File: config.mk
export PLATFORM = sky130hd
export DESIGN_NAME = page_release_range_coalescer_core
export DESIGN_NICKNAME = d
export VERILOG_FILES = /design/src/hdl/prrc_pkg.sv /design/src/hdl/prrc_front.sv /design/src/hdl/prrc_queue.sv /design/src/hdl/prrc_back.sv /design/src/hdl/page_release_range_coalescer_core.sv
export SDC_FILE = /design/constraint.sdc
export NUM_CORES = 1
export LEC_CHECK = 0
export BUFFER_PORTS_ARGS = -buffer_cell sky130_fd_sc_hd__buf_2
export CORE_MARGIN = 2
export CORE_UTILIZATION = 40
export CTS_CLUSTER_SIZE = 8
export DETAILED_ROUTE_END_ITERATION = 6
export PLACE_DENSITY = 0.69
export SYNTH_ARGS = -nofsm -noshare
export SYNTH_HDL_FRONTEND = slang
export SYNTH_SLANG_ARGS = --single-unit
export TNS_END_PERCENT = 1
File: constraint.sdc
create_clock -name clk -period 14.3 [get_ports clk]
set_clock_uncertainty 0.2 [all_clocks]
set_input_delay 2.145 -clock clk [delete_from_list [all_inputs] [get_ports clk]]
set_output_delay 2.145 -clock clk [all_outputs]
set_load 0.005 [all_outputs]
File: src/hdl/prrc_pkg.sv
// ----------------------------------------------------------------------------
// prrc_pkg
// Types and constants shared by the page release range coalescer.
// ----------------------------------------------------------------------------
package prrc_pkg;

  // field widths
  localparam int BLOCK_W = 2;
  localparam int PAGE_W  = 32;
  localparam int COUNT_W = 33;
  localparam int BATCH_W = 17;
  localparam int CFG_W   = 32;

  // configuration register map
  localparam int CFG_IDX_W  = 3;
  localparam int REG_BATCH  = 0;
  localparam int REG_BLOCK0 = 1;

  localparam logic [BATCH_W-1:0] BATCH_RESET = 17'd4096;

  // command queue between front and back
  localparam int QUEUE_DEPTH = 2;
  localparam int QPTR_W      = 1;

  // back end sequencer codes
  localparam logic ST_TAKE  = 1'b0;
  localparam logic ST_CHECK = 1'b1;

  // request word
  typedef struct packed {
    logic               mode;
    logic [BLOCK_W-1:0] block_id;
    logic [PAGE_W-1:0]  first_page;
    logic [PAGE_W-1:0]  page_count;
  } in_t;

  // release result word
  typedef struct packed {
    logic [BLOCK_W-1:0] out_block;
    logic [PAGE_W-1:0]  out_start;
    logic [COUNT_W-1:0] out_count;
    logic               status;
    logic               last;
  } out_t;

  // classified command
  typedef struct packed {
    logic               flush;
    logic [BLOCK_W-1:0] block;
    logic [PAGE_W-1:0]  first;
    logic [PAGE_W-1:0]  count;
  } cmd_t;

endpackage

File: src/hdl/prrc_front.sv
// ----------------------------------------------------------------------------
// prrc_front
// Accepts request words, drops empty requests and registers the command.
// ----------------------------------------------------------------------------
module prrc_front (
  input  logic            clk,
  input  logic            rst,
  input  logic            req_valid,
  output logic            req_ready,
  input  prrc_pkg::in_t   req,
  output logic            cmd_valid,
  input  logic            cmd_ready,
  output prrc_pkg::cmd_t  cmd
);
  import prrc_pkg::*;

  logic keep;
  logic take;

  // a flush always passes, a release only with a nonzero count
  assign keep      = req.mode || (req.page_count != '0);
  assign req_ready = !cmd_valid || cmd_ready;
  assign take      = req_valid && req_ready;

  // command valid
  always_ff @(posedge clk) begin
    if (rst) begin
      cmd_valid <= 1'b0;
    end else if (take) begin
      cmd_valid <= keep;
    end else if (cmd_ready) begin
      cmd_valid <= 1'b0;
    end
  end

  // command payload
  always_ff @(posedge clk) begin
    if (take) begin
      cmd.flush <= req.mode;
      cmd.block <= req.block_id;
      cmd.first <= req.first_page;
      cmd.count <= req.page_count;
    end
  end

endmodule

File: src/hdl/prrc_queue.sv
// ----------------------------------------------------------------------------
// prrc_queue
// Short command queue that lets the front and back stall independently.
// ----------------------------------------------------------------------------
module prrc_queue (
  input  logic            clk,
  input  logic            rst,
  input  logic            push,
  output logic            push_ready,
  input  prrc_pkg::cmd_t  push_cmd,
  input  logic            pop,
  output logic            pop_valid,
  output prrc_pkg::cmd_t  pop_cmd
);
  import prrc_pkg::*;

  localparam int CNT_W = $clog2(QUEUE_DEPTH + 1);

  cmd_t              slots [QUEUE_DEPTH];
  logic [QPTR_W-1:0] wr_ptr;
  logic [QPTR_W-1:0] rd_ptr;
  logic [CNT_W-1:0]  fill;
  logic              do_push;
  logic              do_pop;

  assign push_ready = (fill != CNT_W'(QUEUE_DEPTH));
  assign pop_valid  = (fill != '0);
  assign do_push    = push && push_ready;
  assign do_pop     = pop && pop_valid;
  assign pop_cmd    = slots[rd_ptr];

  // pointers and fill level
  always_ff @(posedge clk) begin
    if (rst) begin
      wr_ptr <= '0;
      rd_ptr <= '0;
      fill   <= '0;
    end else begin
      if (do_push) begin
        wr_ptr <= (wr_ptr == QPTR_W'(QUEUE_DEPTH - 1)) ? '0 : wr_ptr + 1'b1;
      end
      if (do_pop) begin
        rd_ptr <= (rd_ptr == QPTR_W'(QUEUE_DEPTH - 1)) ? '0 : rd_ptr + 1'b1;
      end
      if (do_push && !do_pop) begin
        fill <= fill + 1'b1;
      end else if (do_pop && !do_push) begin
        fill <= fill - 1'b1;
      end
    end
  end

  // storage
  always_ff @(posedge clk) begin
    if (do_push) begin
      slots[wr_ptr] <= push_cmd;
    end
  end

endmodule

File: src/hdl/prrc_back.sv
// ----------------------------------------------------------------------------
// prrc_back
// Holds the pending run, merges or replaces it, range checks emitted runs
// and drives the registered result word.
// ----------------------------------------------------------------------------
module prrc_back #(
  parameter int BLOCK_COUNT = 4
) (
  input  logic                                       clk,
  input  logic                                       rst,
  input  logic                                       cmd_valid,
  output logic                                       cmd_pop,
  input  prrc_pkg::cmd_t                             cmd,
  input  logic [prrc_pkg::BATCH_W-1:0]               batch_pages,
  input  logic [BLOCK_COUNT-1:0][prrc_pkg::PAGE_W-1:0] block_pages,
  output logic                                       rel_valid,
  input  logic                                       rel_ready,
  output prrc_pkg::out_t                             rel
);
  import prrc_pkg::*;

  logic               step;
  logic               step_next;
  logic               run_valid;
  logic [BLOCK_W-1:0] run_block;
  logic [PAGE_W-1:0]  run_start;
  logic [COUNT_W-1:0] run_count;
  logic [PAGE_W+1:0]  run_end;

  logic               out_free;
  logic               merge_hit;
  logic               new_hits_batch;
  logic               run_hits_batch;
  logic [PAGE_W+1:0]  end_sum;
  logic [PAGE_W-1:0]  pages;
  logic               blk_ok;
  logic               run_bad;
  logic               emit;
  logic               emit_last;
  logic               run_load;
  logic               run_merge;
  logic               run_clear;

  assign out_free       = !rel_valid || rel_ready;
  assign merge_hit      = run_valid && (run_block == cmd.block) &&
                          (run_end == {2'b00, cmd.first});
  assign new_hits_batch = cmd.count >= PAGE_W'(batch_pages);
  assign run_hits_batch = run_count >= COUNT_W'(batch_pages);
  assign end_sum        = {2'b00, cmd.first} + {2'b00, cmd.count};

  // range check of the pending run against its block size
  always_comb begin
    pages  = '0;
    blk_ok = 1'b0;
    for (int i = 0; i < BLOCK_COUNT; i++) begin
      if (int'(run_block) == i) begin
        pages  = block_pages[i];
        blk_ok = 1'b1;
      end
    end
    run_bad = !blk_ok || (pages == '0) || (run_start >= pages) ||
              (run_count > {1'b0, pages - run_start});
  end

  // step decode: take a command, then a threshold check for releases
  always_comb begin
    cmd_pop   = 1'b0;
    emit      = 1'b0;
    emit_last = 1'b0;
    run_load  = 1'b0;
    run_merge = 1'b0;
    run_clear = 1'b0;
    step_next = step;
    unique case (step)
      ST_TAKE: begin
        if (cmd_valid && out_free) begin
          cmd_pop = 1'b1;
          if (cmd.flush) begin
            emit      = run_valid;
            emit_last = 1'b1;
            run_clear = 1'b1;
          end else if (merge_hit) begin
            run_merge = 1'b1;
            step_next = ST_CHECK;
          end else begin
            emit      = run_valid;
            emit_last = run_bad || !new_hits_batch;
            if (run_valid && run_bad) begin
              run_clear = 1'b1;
            end else begin
              run_load  = 1'b1;
              step_next = ST_CHECK;
            end
          end
        end
      end
      ST_CHECK: begin
        if (out_free) begin
          step_next = ST_TAKE;
          if (run_hits_batch) begin
            emit      = run_valid;
            emit_last = 1'b1;
            run_clear = 1'b1;
          end
        end
      end
      default: begin
        step_next = ST_TAKE;
      end
    endcase
  end

  // control state
  always_ff @(posedge clk) begin
    if (rst) begin
      step      <= ST_TAKE;
      run_valid <= 1'b0;
      rel_valid <= 1'b0;
    end else begin
      step <= step_next;
      if (run_clear) begin
        run_valid <= 1'b0;
      end else if (run_load) begin
        run_valid <= 1'b1;
      end
      if (emit) begin
        rel_valid <= 1'b1;
      end else if (rel_ready) begin
        rel_valid <= 1'b0;
      end
    end
  end

  // run and result payload
  always_ff @(posedge clk) begin
    if (emit) begin
      rel.out_block <= run_block;
      rel.out_start <= run_start;
      rel.out_count <= run_count;
      rel.status    <= run_bad;
      rel.last      <= emit_last;
    end
    if (run_load) begin
      run_block <= cmd.block;
      run_start <= cmd.first;
      run_count <= {1'b0, cmd.count};
      run_end   <= end_sum;
    end else if (run_merge) begin
      run_count <= run_count + {1'b0, cmd.count};
      run_end   <= end_sum;
    end
  end

endmodule

File: src/hdl/page_release_range_coalescer_core.sv
// ----------------------------------------------------------------------------
// page_release_range_coalescer_core
// Coalesces page release requests into runs and emits range checked runs.
// Requests are registered in the front end and held in the command queue; a
// later command or the threshold check emits the pending run into the result.
// One flush per cycle while the result word is free; a release that loads or
// merges the run passes the take and threshold check steps of the sequencer.
// Reset: synchronous; clears the pending run and queue, batch size to 4096.
// ----------------------------------------------------------------------------
module page_release_range_coalescer_core #(
  parameter int BLOCK_COUNT = 4
) (
  input  logic                                         clk,
  input  logic                                         rst,
  input  logic                                         req_valid,
  output logic                                         req_ready,
  input  prrc_pkg::in_t                                req,
  output logic                                         rel_valid,
  input  logic                                         rel_ready,
  output prrc_pkg::out_t                               rel,
  input  logic                                         cfg_write,
  input  logic [prrc_pkg::CFG_IDX_W-1:0]               cfg_index,
  input  logic [prrc_pkg::CFG_W-1:0]                   cfg_data
);
  import prrc_pkg::*;

  logic [BATCH_W-1:0]                  batch_pages;
  logic [BLOCK_COUNT-1:0][PAGE_W-1:0]  block_pages;

  logic fr_valid;
  logic fr_ready;
  cmd_t fr_cmd;
  logic q_valid;
  logic q_pop;
  cmd_t q_cmd;

  // configuration registers
  always_ff @(posedge clk) begin
    if (rst) begin
      batch_pages <= BATCH_RESET;
      block_pages <= '0;
    end else if (cfg_write) begin
      if (cfg_index == CFG_IDX_W'(REG_BATCH)) begin
        batch_pages <= cfg_data[BATCH_W-1:0];
      end
      for (int i = 0; i < BLOCK_COUNT; i++) begin
        if (int'(cfg_index) == REG_BLOCK0 + i) begin
          block_pages[i] <= cfg_data[PAGE_W-1:0];
        end
      end
    end
  end

  // request classification
  prrc_front u_front (
    .clk       (clk),
    .rst       (rst),
    .req_valid (req_valid),
    .req_ready (req_ready),
    .req       (req),
    .cmd_valid (fr_valid),
    .cmd_ready (fr_ready),
    .cmd       (fr_cmd)
  );

  // command queue
  prrc_queue u_queue (
    .clk        (clk),
    .rst        (rst),
    .push       (fr_valid),
    .push_ready (fr_ready),
    .push_cmd   (fr_cmd),
    .pop        (q_pop),
    .pop_valid  (q_valid),
    .pop_cmd    (q_cmd)
  );

  // run coalescing and result generation
  prrc_back #(
    .BLOCK_COUNT (BLOCK_COUNT)
  ) u_back (
    .clk         (clk),
    .rst         (rst),
    .cmd_valid   (q_valid),
    .cmd_pop     (q_pop),
    .cmd         (q_cmd),
    .batch_pages (batch_pages),
    .block_pages (block_pages),
    .rel_valid   (rel_valid),
    .rel_ready   (rel_ready),
    .rel         (rel)
  );

endmodule
==> impl_metrics.ini <==
[status]
result_of_the_run = completed

[synthesis]
yosys_most_used_dff = edfxtp_1
netlist_area_um2 = 25200
synthDominantCellAreaShare = 0.440
synth.cells.most_frequent = 369 x edfxtp_1, 352 x nand2_1, 241 x a21oi_1, 163 x ha_1, 155 x dfxtp_1
mappedNetlistNets = 2423
synth.largest_area_cell = edfxtp_1
synth_enable_flop_cells = 369
synth.top_cells.by_area = edfxtp_1 44%, dfxtp_1 12%, ha_1 8.1%
syn_avg_cell_area_um2 = 11.7
synth.lib_cells_used.distinct = 73
synth_most_common_cell = edfxtp_1
yosys_warnings = 0
gate_count_of_the_mapped_netlist = 2150
async_set_or_reset_flop_fraction_in_the_synthesized_netlist = 0
synth_seq_cells = 524
share_of_synthesized_area_occupied_by_flip_flops_and_latches = 0.563

[grt]
grt_overflow = 0
grt_antenna_before_repair = 1
grt_first_pass_wirelength_mm = 101
grt_pass1_vias = 17408
grt_usage = 0.208
grt_max_degree = 97

[hold_path]
timing.hold.worst.class = flop to flop
hold_path.startpoint = u_front.cmd[61]

[sta]
slew-limit-headroom = 0.293
finalSetupViolations = 0
final-hold-violation-count = 0
grt_setup_unrepaired = false
report.final.slew_viol_count = 0
timing.fmax_mhz = 125
worst-slew-pin-transition_ns = 1.06
finalCritPeriodShare = 0.561
final.min_clock_period_ns = 8.02
setup_tns_ns = 0

[detailed_routing]
dr.pass1.iters = 5
ant_nets = 0
detail_route.wirelength_mm = 67.9
detail_route.vias_per_cell = 5.47
drt_iter0_drc = 1501
residual_drc_count = 0
avgRoutedWirePerCell_um = 21.1
via_count = 17597

[floorplan]
die-height_um = 255
fp.dieW_um = 255
design.portCount = 178
initial_core_util = 0.406
floorplan.core_area_um2 = 61900
die_area_um2 = 65000
fp-row-count = 91

[critical_path]
required_ns = 14.41
critical_path_buf_inv_count = 3
reg2reg_slack_ns = 6.28
worst_setup_path_end_kind = flop
startpoint = u_back.run_block[0]
timing.critical_path.from_type = flop
maximum_fanout_count_along_the_critical_path = 34
slowest_stage = nand2_2
critical_path.cell_chain = buf_4, mux4_2, ha_1, a21oi_1, o21ai_0, or3_1, o21ai_1, a31oi_1, a31o_2, a311oi_1, o21bai_1, a211oi_1, xor2_1, ha_1, nand4_1, or3_1, nor3_1, nand2_1, o221a_2, o211ai_1, nand2_1, nand2_2, inv_1, buf_4
r2r-start = u_back.run_block[0]
setup.worst_path.class = flop to flop
crit_family = compound AO/OA/AOI/OAI gates
critPathArrivalTime_ns = 8.13
cp_slowest_stage_delay_ns = 0.75

[place]
rd_place_congestion = 0.930
dpl.hpwl_mm = 49.9
place.port_buffers = 177
post-place-cells = 3101

[cells_and_area]
final_net_count = 2615
layout-area-overhead-vs-synth_pct = 16.0
sequential_cell_area_um2 = 14200
layout.filler_cells = 5573
final_cell_count_no_fill = 3217
share_of_post_route_cells_with_drive_strength_above_1 = 0.169
multiInputGateArea_um2 = 10400

[clock_tree]
clockBufferDepth = 3
clock_sinks = 524
clock_insertion_delay_worst_skew_ns = 0.64
postCtsHoldBufs = 0
htreeDepth = 3
clock-root-buffer = clkbuf_16
cts_resized = 0
cts_tree = done
postCtsSetupRepairBufs = 0
clkSlewWorstSetupHoldPaths_ns = 0.05
numCtsBuffers = 76

[power_and_ir_drop]
power.density_cell_area_nw_per_um2 = 202
static-leakage-power_nw = 11.0
peakVddDrop_mv = 0.131

[job]
drv.max_cap_violation_count = 0
final cells by class:
type | instances | area share
Clock buffer | 106 | 0.0690
Inverter | 96 | 0.0123
Clock inverter | 9 | 0.00852
Tap cell | 837 | 0.0359
Timing Repair Buffer | 189 | 0.0335
Sequential cell | 524 | 0.486
Antenna cell | 1 | 0.0000857
Multi-Input combinational cell | 1455 | 0.355
path summary, 6_finish.rpt:
path	to	cells after the start
setup / recovery	u_back.run_block[0]	24
setup reg to reg	u_back.run_block[0]	24
hold reg to reg	u_queue.slots[0][61]	0
hold / removal	u_queue.slots[0][61]	0
power by group:
| part | leakage, nW | internal (mW) | switching (mW) | total, mW |
|---|---|---|---|---|
| clock | 1.07 | 1.02 | 0.668 | 1.69 |
| combinational | 5.22 | 0.872 | 1.20 | 2.07 |
| sequential | 4.67 | 1.98 | 0.177 | 2.16 |
metrics by stage:
step           power (mW)  area (um2)  hold slack [ns]  setup WS (ns)   util
6_report             5.91       29200            0.238           6.28  0.472
5_1_grt              6.22       29200            0.242           5.75  0.472
4_1_cts              5.93       29200            0.237           6.30  0.472
3_5_place_dp         4.22       26900            0.232           6.31  0.435
3_3_place_gp         4.16       26900            0.224           6.40  0.435
2_1_floorplan        3.64       25200            0.221           4.71      -
cells in the final DEF, fill, tap and decap left out, types with 20 or more instances in the layout:
cell type	netlist	final
a21o_1	41	41
a21oi_1	241	241
buf_2	8	176
clkbuf_1	61	30
clkbuf_16	0	76
dfxtp_1	155	154
edfxtp_1	369	369
ha_1	163	163
inv_1	96	95
mux2_2	69	69
mux2i_1	30	30
mux4_2	32	32
nand2_1	352	352
nand3_1	27	25
nand4_1	26	26
nor2_1	60	58
nor2b_1	20	20
nor3_1	21	21
nor4_1	24	24
o21ai_0	42	42
xnor2_1	55	55
xor2_1	61	61
per-layer routing:
| layer | share of wire | global-route usage | up-vias | wire length, um |
|---|---|---|---|---|
| li1 | - | - | 8288 | - |
| met1 | 0.44 | 0.289 | 8559 | 30000 |
| met2 | 0.46 | 0.330 | 644 | 31400 |
| met3 | 0.068 | 0.0330 | 106 | 4600 |
| met4 | 0.028 | 0.0725 | 0 | 1930 |
| met5 | 0 | 0 | - | 0 |
registers in the layout (all words and copies together) (netlist names), 2 cells and up, named ones only:
name / flops
u_back.run_end: 33
u_front.cmd: 67
u_back.run_count: 33
u_back.run_block: 2
u_queue.slots: 134
u_back.rel: 69
u_queue.fill: 2
u_back.run_start: 32
batch_pages: 17
block_pages: 128
cell families (layout without fill, tap and decap cells):
kind of cell	count (synthesis)	in the layout	synth area share
AOI/OAI and AO/OA	446	446	0.108
xor gates and xnor gates	116	116	0.0404
adders and majority gates	166	166	0.0834
buffers and inverters	171	400	0.0263
DFF	524	524	0.563
muxes	132	132	0.0720
other	0	1	0
and+or+nand+nor	595	595	0.106
(Power assumes the default switching activity.)
